==> config.mk <==
export PLATFORM = sky130hd
export DESIGN_NAME = morse_text_encoder_top
export DESIGN_NICKNAME = d
export VERILOG_FILES = /design/src/design/mte_pkg.sv /design/src/design/mte_decode.sv /design/src/design/mte_emit.sv /design/src/design/morse_text_encoder_top.sv
export SDC_FILE = /design/constraint.sdc
export NUM_CORES = 1
export LEC_CHECK = 0
export BUFFER_PORTS_ARGS = -buffer_cell sky130_fd_sc_hd__buf_2
export CAP_MARGIN = 10
export CORE_MARGIN = 8
export CORE_UTILIZATION = 35
export DETAILED_ROUTE_END_ITERATION = 12
export PLACE_DENSITY = 0.57
export SYNTH_ARGS = -nofsm -noshare
export SYNTH_HDL_FRONTEND = slang
export SYNTH_SLANG_ARGS = --single-unit
==> constraint.sdc <==
create_clock -name clk -period 6.2 [get_ports clk]
set_input_delay 0.62 -clock clk [delete_from_list [all_inputs] [get_ports clk]]
set_output_delay 0.62 -clock clk [all_outputs]
set_load 0.03 [all_outputs]
==> src/design/mte_pkg.sv <==
`timescale 1ns / 1ps
// ----------------------------------------------------------------------------
// Morse text encoder package
// Symbol codes, character classes, the Morse code table and the request
// record that travels from the decoder to the output serialiser.
// ----------------------------------------------------------------------------
package mte_pkg;

  // Output symbol codes
  typedef enum logic [2:0] {
    SYM_DOT  = 3'd0,
    SYM_DASH = 3'd1,
    SYM_LGAP = 3'd2,
    SYM_WGAP = 3'd3,
    SYM_ERR  = 3'd4
  } sym_t;

  // Character classes; digits and symbols each have their own enable
  typedef enum logic [1:0] {
    CLS_LETTER = 2'd0,
    CLS_DIGIT  = 2'd1,
    CLS_SYMBOL = 2'd2
  } cls_t;

  // Configuration register indexes
  localparam logic REG_ENABLE_DIGITS  = 1'b0;
  localparam logic REG_ENABLE_SYMBOLS = 1'b1;

  // Most results one character can cause: a gap and six elements.
  localparam int MAX_SYMS = 7;

  // One table entry. The pattern is left aligned: bit 5 is the first
  // element, a one is a dash and a zero a dot.
  typedef struct packed {
    logic       found;
    cls_t       cls;
    logic [2:0] len;
    logic [5:0] bits;
  } code_t;

  // Decoded results of one character, first result in slot 0.
  typedef struct packed {
    logic [2:0]                count;
    sym_t [MAX_SYMS-1:0]       syms;
  } job_t;

  function automatic code_t mk(cls_t cls, logic [2:0] len, logic [5:0] bits);
    code_t c;
    c.found = 1'b1;
    c.cls   = cls;
    c.len   = len;
    c.bits  = bits;
    return c;
  endfunction

  // Morse code table, indexed by the ASCII code
  function automatic code_t morse_lookup(logic [7:0] ch);
    code_t c;
    c = '{found: 1'b0, cls: CLS_LETTER, len: 3'd0, bits: 6'd0};
    case (ch)
      "a": c = mk(CLS_LETTER, 3'd2, 6'b010000);
      "b": c = mk(CLS_LETTER, 3'd4, 6'b100000);
      "c": c = mk(CLS_LETTER, 3'd4, 6'b101000);
      "d": c = mk(CLS_LETTER, 3'd3, 6'b100000);
      "e": c = mk(CLS_LETTER, 3'd1, 6'b000000);
      "f": c = mk(CLS_LETTER, 3'd4, 6'b001000);
      "g": c = mk(CLS_LETTER, 3'd3, 6'b110000);
      "h": c = mk(CLS_LETTER, 3'd4, 6'b000000);
      "i": c = mk(CLS_LETTER, 3'd2, 6'b000000);
      "j": c = mk(CLS_LETTER, 3'd4, 6'b011100);
      "k": c = mk(CLS_LETTER, 3'd3, 6'b101000);
      "l": c = mk(CLS_LETTER, 3'd4, 6'b010000);
      "m": c = mk(CLS_LETTER, 3'd2, 6'b110000);
      "n": c = mk(CLS_LETTER, 3'd2, 6'b100000);
      "o": c = mk(CLS_LETTER, 3'd3, 6'b111000);
      "p": c = mk(CLS_LETTER, 3'd4, 6'b011000);
      "q": c = mk(CLS_LETTER, 3'd4, 6'b110100);
      "r": c = mk(CLS_LETTER, 3'd3, 6'b010000);
      "s": c = mk(CLS_LETTER, 3'd3, 6'b000000);
      "t": c = mk(CLS_LETTER, 3'd1, 6'b100000);
      "u": c = mk(CLS_LETTER, 3'd3, 6'b001000);
      "v": c = mk(CLS_LETTER, 3'd4, 6'b000100);
      "w": c = mk(CLS_LETTER, 3'd3, 6'b011000);
      "x": c = mk(CLS_LETTER, 3'd4, 6'b100100);
      "y": c = mk(CLS_LETTER, 3'd4, 6'b101100);
      "z": c = mk(CLS_LETTER, 3'd4, 6'b110000);
      "1": c = mk(CLS_DIGIT,  3'd5, 6'b011110);
      "2": c = mk(CLS_DIGIT,  3'd5, 6'b001110);
      "3": c = mk(CLS_DIGIT,  3'd5, 6'b000110);
      "4": c = mk(CLS_DIGIT,  3'd5, 6'b000010);
      "5": c = mk(CLS_DIGIT,  3'd5, 6'b000000);
      "6": c = mk(CLS_DIGIT,  3'd5, 6'b100000);
      "7": c = mk(CLS_DIGIT,  3'd5, 6'b110000);
      "8": c = mk(CLS_DIGIT,  3'd5, 6'b111000);
      "9": c = mk(CLS_DIGIT,  3'd5, 6'b111100);
      "0": c = mk(CLS_DIGIT,  3'd5, 6'b111110);
      ".": c = mk(CLS_SYMBOL, 3'd6, 6'b010101);
      ",": c = mk(CLS_SYMBOL, 3'd6, 6'b110011);
      "'": c = mk(CLS_SYMBOL, 3'd6, 6'b011110);
      8'h22: c = mk(CLS_SYMBOL, 3'd6, 6'b010010);
      "_": c = mk(CLS_SYMBOL, 3'd6, 6'b001101);
      ":": c = mk(CLS_SYMBOL, 3'd6, 6'b111000);
      ";": c = mk(CLS_SYMBOL, 3'd6, 6'b101010);
      "?": c = mk(CLS_SYMBOL, 3'd6, 6'b001100);
      "!": c = mk(CLS_SYMBOL, 3'd6, 6'b101011);
      "-": c = mk(CLS_SYMBOL, 3'd6, 6'b100001);
      "+": c = mk(CLS_SYMBOL, 3'd5, 6'b010100);
      "/": c = mk(CLS_SYMBOL, 3'd5, 6'b100100);
      "(": c = mk(CLS_SYMBOL, 3'd5, 6'b101100);
      ")": c = mk(CLS_SYMBOL, 3'd6, 6'b101101);
      "=": c = mk(CLS_SYMBOL, 3'd5, 6'b100010);
      "@": c = mk(CLS_SYMBOL, 3'd6, 6'b011010);
      default: c = '{found: 1'b0, cls: CLS_LETTER, len: 3'd0, bits: 6'd0};
    endcase
    return c;
  endfunction

endpackage

==> src/design/mte_decode.sv <==
`timescale 1ns / 1ps
// ----------------------------------------------------------------------------
// Morse text encoder: character decoder
// Looks up each accepted character, tracks the word state and registers the
// complete list of results for that character.
// ----------------------------------------------------------------------------
module mte_decode (
  input  logic          clk,
  input  logic          rst_n,
  input  logic          enable_digits,
  input  logic          enable_symbols,
  input  logic          in_tvalid,
  output logic          in_tready,
  input  logic [7:0]    char_code,
  input  logic          text_end,
  output logic          job_valid,
  output mte_pkg::job_t job,
  input  logic          job_taken
);
  import mte_pkg::*;

  logic  job_valid_r, job_valid_nxt;
  job_t  job_r, job_nxt;
  logic  text_started_r, text_started_nxt;
  logic  inside_word_r, inside_word_nxt;
  logic  accept;
  logic  is_space;
  logic  coded;
  logic  gap;
  code_t code;
  job_t  new_job;
  logic  new_has_results;
  logic [2:0] pos;

  // The holding register frees up in the cycle the serialiser takes it.
  assign in_tready = !job_valid_r || job_taken;
  assign accept    = in_tvalid && in_tready;

  // Character classification and table lookup
  always_comb begin
    code     = morse_lookup(char_code);
    is_space = (char_code == 8'd32) || ((char_code >= 8'd9) && (char_code <= 8'd13));
    coded    = code.found && ((code.cls == CLS_LETTER) ||
                              ((code.cls == CLS_DIGIT) && enable_digits) ||
                              ((code.cls == CLS_SYMBOL) && enable_symbols));
    gap      = inside_word_r || text_started_r;
  end

  // Build the result list: an optional gap, then the dots and dashes, or a single error symbol for an uncoded character
  always_comb begin
    pos             = 3'd0;
    new_job.count   = 3'd1;
    new_job.syms    = '{default: SYM_DOT};
    new_has_results = !is_space;
    if (!coded) begin
      new_job.syms[0] = SYM_ERR;
    end else begin
      new_job.count = code.len + {2'b00, gap};
      for (int i = 0; i < MAX_SYMS; i++) begin
        pos = 3'(i) - {2'b00, gap};
        if (gap && (i == 0)) begin
          new_job.syms[i] = inside_word_r ? SYM_LGAP : SYM_WGAP;
        end else if (3'(i) < new_job.count) begin
          new_job.syms[i] = code.bits[3'd5 - pos] ? SYM_DASH : SYM_DOT;
        end
      end
    end
  end

  // Word state and holding register next values
  always_comb begin
    text_started_nxt = text_started_r;
    inside_word_nxt  = inside_word_r;
    job_valid_nxt    = job_valid_r && !job_taken;
    job_nxt          = job_r;
    if (accept) begin
      if (is_space) begin
        inside_word_nxt = 1'b0;
      end else if (coded) begin
        inside_word_nxt  = 1'b1;
        text_started_nxt = 1'b1;
      end
      if (text_end) begin
        inside_word_nxt  = 1'b0;
        text_started_nxt = 1'b0;
      end
      if (new_has_results) begin
        job_valid_nxt = 1'b1;
        job_nxt       = new_job;
      end
    end
  end

  always_ff @(posedge clk) begin
    if (!rst_n) begin
      job_valid_r    <= 1'b0;
      text_started_r <= 1'b0;
      inside_word_r  <= 1'b0;
    end else begin
      job_valid_r    <= job_valid_nxt;
      text_started_r <= text_started_nxt;
      inside_word_r  <= inside_word_nxt;
    end
  end

  always_ff @(posedge clk) begin
    job_r <= job_nxt;
  end

  assign job_valid = job_valid_r;
  assign job       = job_r;

endmodule

==> src/design/mte_emit.sv <==
`timescale 1ns / 1ps
// ----------------------------------------------------------------------------
// Morse text encoder: output serialiser
// Holds the results of one character and sends them one request per cycle
// while the receiver is ready, marking the final one.
// ----------------------------------------------------------------------------
module mte_emit (
  input  logic          clk,
  input  logic          rst_n,
  input  logic          job_valid,
  input  mte_pkg::job_t job,
  output logic          job_taken,
  output logic          out_tvalid,
  input  logic          out_tready,
  output logic [2:0]    symbol,
  output logic          last
);
  import mte_pkg::*;

  logic emit_valid_r, emit_valid_nxt;
  job_t emit_r, emit_nxt;
  logic final_sym;
  logic done;

  assign final_sym = (emit_r.count == 3'd1);
  // Free when empty or when the final result leaves in this cycle
  assign done      = !emit_valid_r || (final_sym && out_tready);
  assign job_taken = done && job_valid;

  // Load a new list or shift the current one by one result
  always_comb begin
    emit_valid_nxt = emit_valid_r;
    emit_nxt       = emit_r;
    if (done) begin
      emit_valid_nxt = job_valid;
      emit_nxt       = job;
    end else if (out_tready) begin
      emit_nxt.count = emit_r.count - 3'd1;
      for (int i = 0; i < MAX_SYMS - 1; i++) begin
        emit_nxt.syms[i] = emit_r.syms[i+1];
      end
      emit_nxt.syms[MAX_SYMS-1] = SYM_DOT;
    end
  end

  always_ff @(posedge clk) begin
    if (!rst_n) begin
      emit_valid_r <= 1'b0;
    end else begin
      emit_valid_r <= emit_valid_nxt;
    end
  end

  always_ff @(posedge clk) begin
    emit_r <= emit_nxt;
  end

  assign out_tvalid = emit_valid_r;
  assign symbol     = emit_r.syms[0];
  assign last       = final_sym;

endmodule

==> src/design/morse_text_encoder_top.sv <==
`timescale 1ns / 1ps
// ----------------------------------------------------------------------------
// Morse text encoder, top level
// Converts a stream of ASCII characters into International Morse symbols.
// ----------------------------------------------------------------------------
// Usage:
//   The input stream carries one character per request in in_tdata, with
//   in_tlast marking the last character of a text. The output stream carries
//   one symbol per request (dot, dash, letter gap, word gap or unknown
//   character), and out_tlast marks the final symbol caused by a character.
//   Whitespace is absorbed and causes no output request.
//   Each character passes the holding and serialiser registers. Throughput:
//   one output symbol per cycle when not stalled; a character holds the
//   serialiser until its 1 to 7 symbols have left, so a character is accepted
//   every cycle only while each causes a single symbol. Configuration writes
//   through cfg_we/cfg_index/cfg_wdata enable digits and punctuation; the
//   user, not the block, must make them only while the block is idle. Reset
//   clears both enables, the word state and all pending symbols. When the
//   receiver stalls, the serialiser holds its symbol and one more decoded
//   character waits in the holding register before in_tready drops.
// ----------------------------------------------------------------------------
module morse_text_encoder_top (
  input  logic       clk,
  input  logic       rst_n,
  // Configuration write port
  input  logic       cfg_we,
  input  logic       cfg_index,
  input  logic       cfg_wdata,
  // Input stream
  input  logic       in_tvalid,
  output logic       in_tready,
  input  logic [7:0] in_tdata,   // [7:0] char_code
  input  logic       in_tlast,   // text_end
  // Output stream
  output logic       out_tvalid,
  input  logic       out_tready,
  output logic [7:0] out_tdata,  // [2:0] symbol, [7:3] zero
  output logic       out_tlast   // last
);
  import mte_pkg::*;

  logic       enable_digits_r;
  logic       enable_symbols_r;
  logic       job_valid;
  job_t       job;
  logic       job_taken;
  logic [2:0] symbol;

  // Configuration registers
  always_ff @(posedge clk) begin
    if (!rst_n) begin
      enable_digits_r  <= 1'b0;
      enable_symbols_r <= 1'b0;
    end else if (cfg_we) begin
      case (cfg_index)
        REG_ENABLE_DIGITS:  enable_digits_r  <= cfg_wdata;
        REG_ENABLE_SYMBOLS: enable_symbols_r <= cfg_wdata;
        default: ;
      endcase
    end
  end

  mte_decode u_decode (
    .clk            (clk),
    .rst_n          (rst_n),
    .enable_digits  (enable_digits_r),
    .enable_symbols (enable_symbols_r),
    .in_tvalid      (in_tvalid),
    .in_tready      (in_tready),
    .char_code      (in_tdata),
    .text_end       (in_tlast),
    .job_valid      (job_valid),
    .job            (job),
    .job_taken      (job_taken)
  );

  mte_emit u_emit (
    .clk        (clk),
    .rst_n      (rst_n),
    .job_valid  (job_valid),
    .job        (job),
    .job_taken  (job_taken),
    .out_tvalid (out_tvalid),
    .out_tready (out_tready),
    .symbol     (symbol),
    .last       (out_tlast)
  );

  assign out_tdata = {5'd0, symbol};

endmodule
==> key figures <==
Synth
  • Synth Area per Inst: 8.93 sq um
  • Mapped Cells: 288
  • Yosys Warn Count: 0
  • Most used DFF post-synth: edfxtp_1
  • Share of flip-flops with an asynchronous set or reset: 0
  • Synth top area share: 0.280
  • Top post-synthesis cells by area: edfxtp_1, ha_1, dfxtp_1
  • #FFs+latches synth: 30
  • Synth Cell Area: 2570 sq um
  • Share of the yosys chip area belonging to registers: 0.327
  • Synth area leader: edfxtp_1
  • Post-synth cell types: 62
  • Number of flops mapped to enable cells by yosys: 24

Min path
  • Hold Path Class: reg -> reg
  • Hold wc startpoint: enable_symbols_r

Pwr
  • Power per standard cell area: 196 nW/um^2
  • Leakage: 0.985 nW
  • Final Total Pwr: 0.536 mW
  • Max VDD drop: 74.4 uV

CTS
  • Root Buffer: clkbuf_8
  • CTS sink cnt: 30
  • CTS buffer count: 5
  • H-tree depth: 2
  • CTS tree: done
  • Latest clock arrival within the worst-skew pair: 0.27 ns
  • Resized Gates After CTS: 0
  • Number of post-CTS setup repair buffers: 0
  • CTS Buffer Depth: 2
  • Cts hold-fix bufs: 0
  • Worst-path clk slew: 0.06 ns

Routing
  • Detailed Route WL: 6.14 mm
  • Routed len/inst: 15.7 microns
  • DRC errors left: 0
  • Antenna-violating nets left: 0
  • 1st-iter DRT viols: 138
  • Vias/cell: 5.54
  • Drt pass-1 iters: 7
  • Vias: 2160

Floorplan
  • IO Count: 27
  • Horiz. Die Dim: 102 microns
  • Core ar.: 7180 sq um
  • Core Rows: 31
  • Initial core utilization: 0.359
  • Die area: 10300 sq um
  • Die span in y: 102 microns

Timing
  • Min cycle time layout: 3.28 ns
  • Fin. Hold Viols: 0
  • Slew Limit Headroom: 0.283
  • Unrepaired setup endpoints after global routing: no
  • Worst Skew: 0.00178 ns
  • Final Max Tran Viols: 0
  • Period utilization: 0.529
  • Highest Clock Rate: 305 MHz
  • Slew @ Worst Pin: 1.07 ns
  • Final setup viols: 0
  • Setup TNS: 0 ns

Cells and area
  • Most frequent cells in the layout: edfxtp_1, nand2_1, buf_2
  • Fillers: 739
  • Layout cells sized above 1: 0.165
  • Most common cell after layout, fill and taps aside: edfxtp_1
  • Multi-input gate area in the final layout: 1530 sq um
  • Diodes inserted: 0
  • Final net count: 317
  • Area added between synthesis and finish: 6.18%
  • Reg area: 841 sq um
  • Final instance area: 2730 sq um

Critical path
  • WP data required: 6.29 ns
  • Setup crit start kind: input pin
  • Worst setup path start: in_tdata[0]
  • CP Class: in -> reg
  • Crit end category: flop
  • RR Startpoint: u_decode.text_started_r
  • Max FO, Critical Path: 9
  • Critical Path AT: 3.37 ns

Global routing
  • Largest net degree at the start of global routing: 45
  • Vias in the first global route: 2091
  • GR Overflow Total: 0
  • Global-route wire length before repair: 10.4 mm
  • Initial antenna violation count: 0
  • GRT Total Usage: 0.124

Status
  • Status: finished clean

Placement
  • Routability Congestion: 0.869
  • Hpwl dp: 4.45 mm
  • Port bufs: 21
  • Cell area after placement: 2650 sq um

Job
  • Max-cap violations: 0
per-layer routing:
layer / wire length, microns / part of all wire / GRT usage
met1: 2850 / 0.46 / 0.165
met2: 2880 / 0.47 / 0.195
met3: 351 / 0.057 / 0.0220
met4: 63 / 0.010 / 0.0458
met5: 0 / 0 / 0
kinds of logic (layout without fill, tap and decap cells):
group,count (synthesis),in the layout,share of synthesized area
AND/OR/NAND/NOR,95,95,0.195
multiplexers,16,16,0.0715
adder cells (fa/ha/maj),11,11,0.0535
AO/OA/AOI/OAI,88,88,0.257
other,1,5,0.00146
XOR/XNOR,3,3,0.0102
flip-flops,30,30,0.327
buffers and inverters,44,43,0.0846
final cells by class:
type	count	share of cell area
sequential	30	0.308
inverter	14	0.0192
tap	99	0.0454
clock buffer	8	0.0293
timing repair buffer	21	0.0385
multi-input combinational	218	0.560
sequential cells by signal (all words and copies together) (netlist names):
name                     count
u_emit.symbol                3
u_decode.job                12
u_emit.out_tvalid            1
u_decode.job_valid           1
enable_digits_r              1
u_emit.emit_r                9
enable_symbols_r             1
u_decode.inside_word_r       1
u_decode.text_started_r      1
Yosys cell counts (4+ instances only):
cell,number
a32oi_1,4
nand2_1,23
and2_1,6
buf_4,8
mux2_2,9
mux2i_1,6
ha_1,11
o31ai_1,6
nor3_1,11
a211oi_1,10
nor2b_1,9
nor2_1,19
a21oi_1,16
o221ai_1,4
clkbuf_1,11
nand3_1,6
dfxtp_1,6
buf_2,6
nand2b_1,6
o21ai_0,13
o211ai_1,4
inv_1,11
edfxtp_1,24
worst paths after layout:
path	end	slack, ns	depth (start not counted)
hold / removal	enable_symbols_r	0.49	2
setup reg to reg	u_decode.job[3]	3.77	6
hold reg to reg	enable_symbols_r	0.49	2
setup / recovery	u_decode.job[0]	2.92	10
critical path, cell delays in order:
cell and delay, ns:
buf_2 0.17, inv_1 0.21, ha_1 0.39, or4b_4 0.55, o221ai_4 0.28, a41oi_1 0.09, nor3_1 0.19, ha_1 0.22
mux2_2 0.35, a2111oi_2 0.28
through the flow:
step / utilization / cells / hold WS (ns) / setup WS [ns]
6_report: 0.381 / 390 / 0.486 / 2.92
4_1_cts: 0.381 / 390 / 0.486 / 2.94
5_1_grt: 0.381 / 390 / 0.521 / 2.76
3_5_place_dp: 0.369 / 382 / 0.468 / 2.65
3_3_place_gp: 0.369 / 382 / 0.457 / 2.62
2_1_floorplan: - / 292 / 0.444 / 3.07
power by group:
group	internal, mW	total [mW]	switching, mW
Sequential	0.237	0.244	0.00657
Combinational	0.0503	0.145	0.0947
Clock	0.0795	0.147	0.0673
Total	0.367	0.536	0.169
Note: power is estimated with default switching activity, not from simulation.
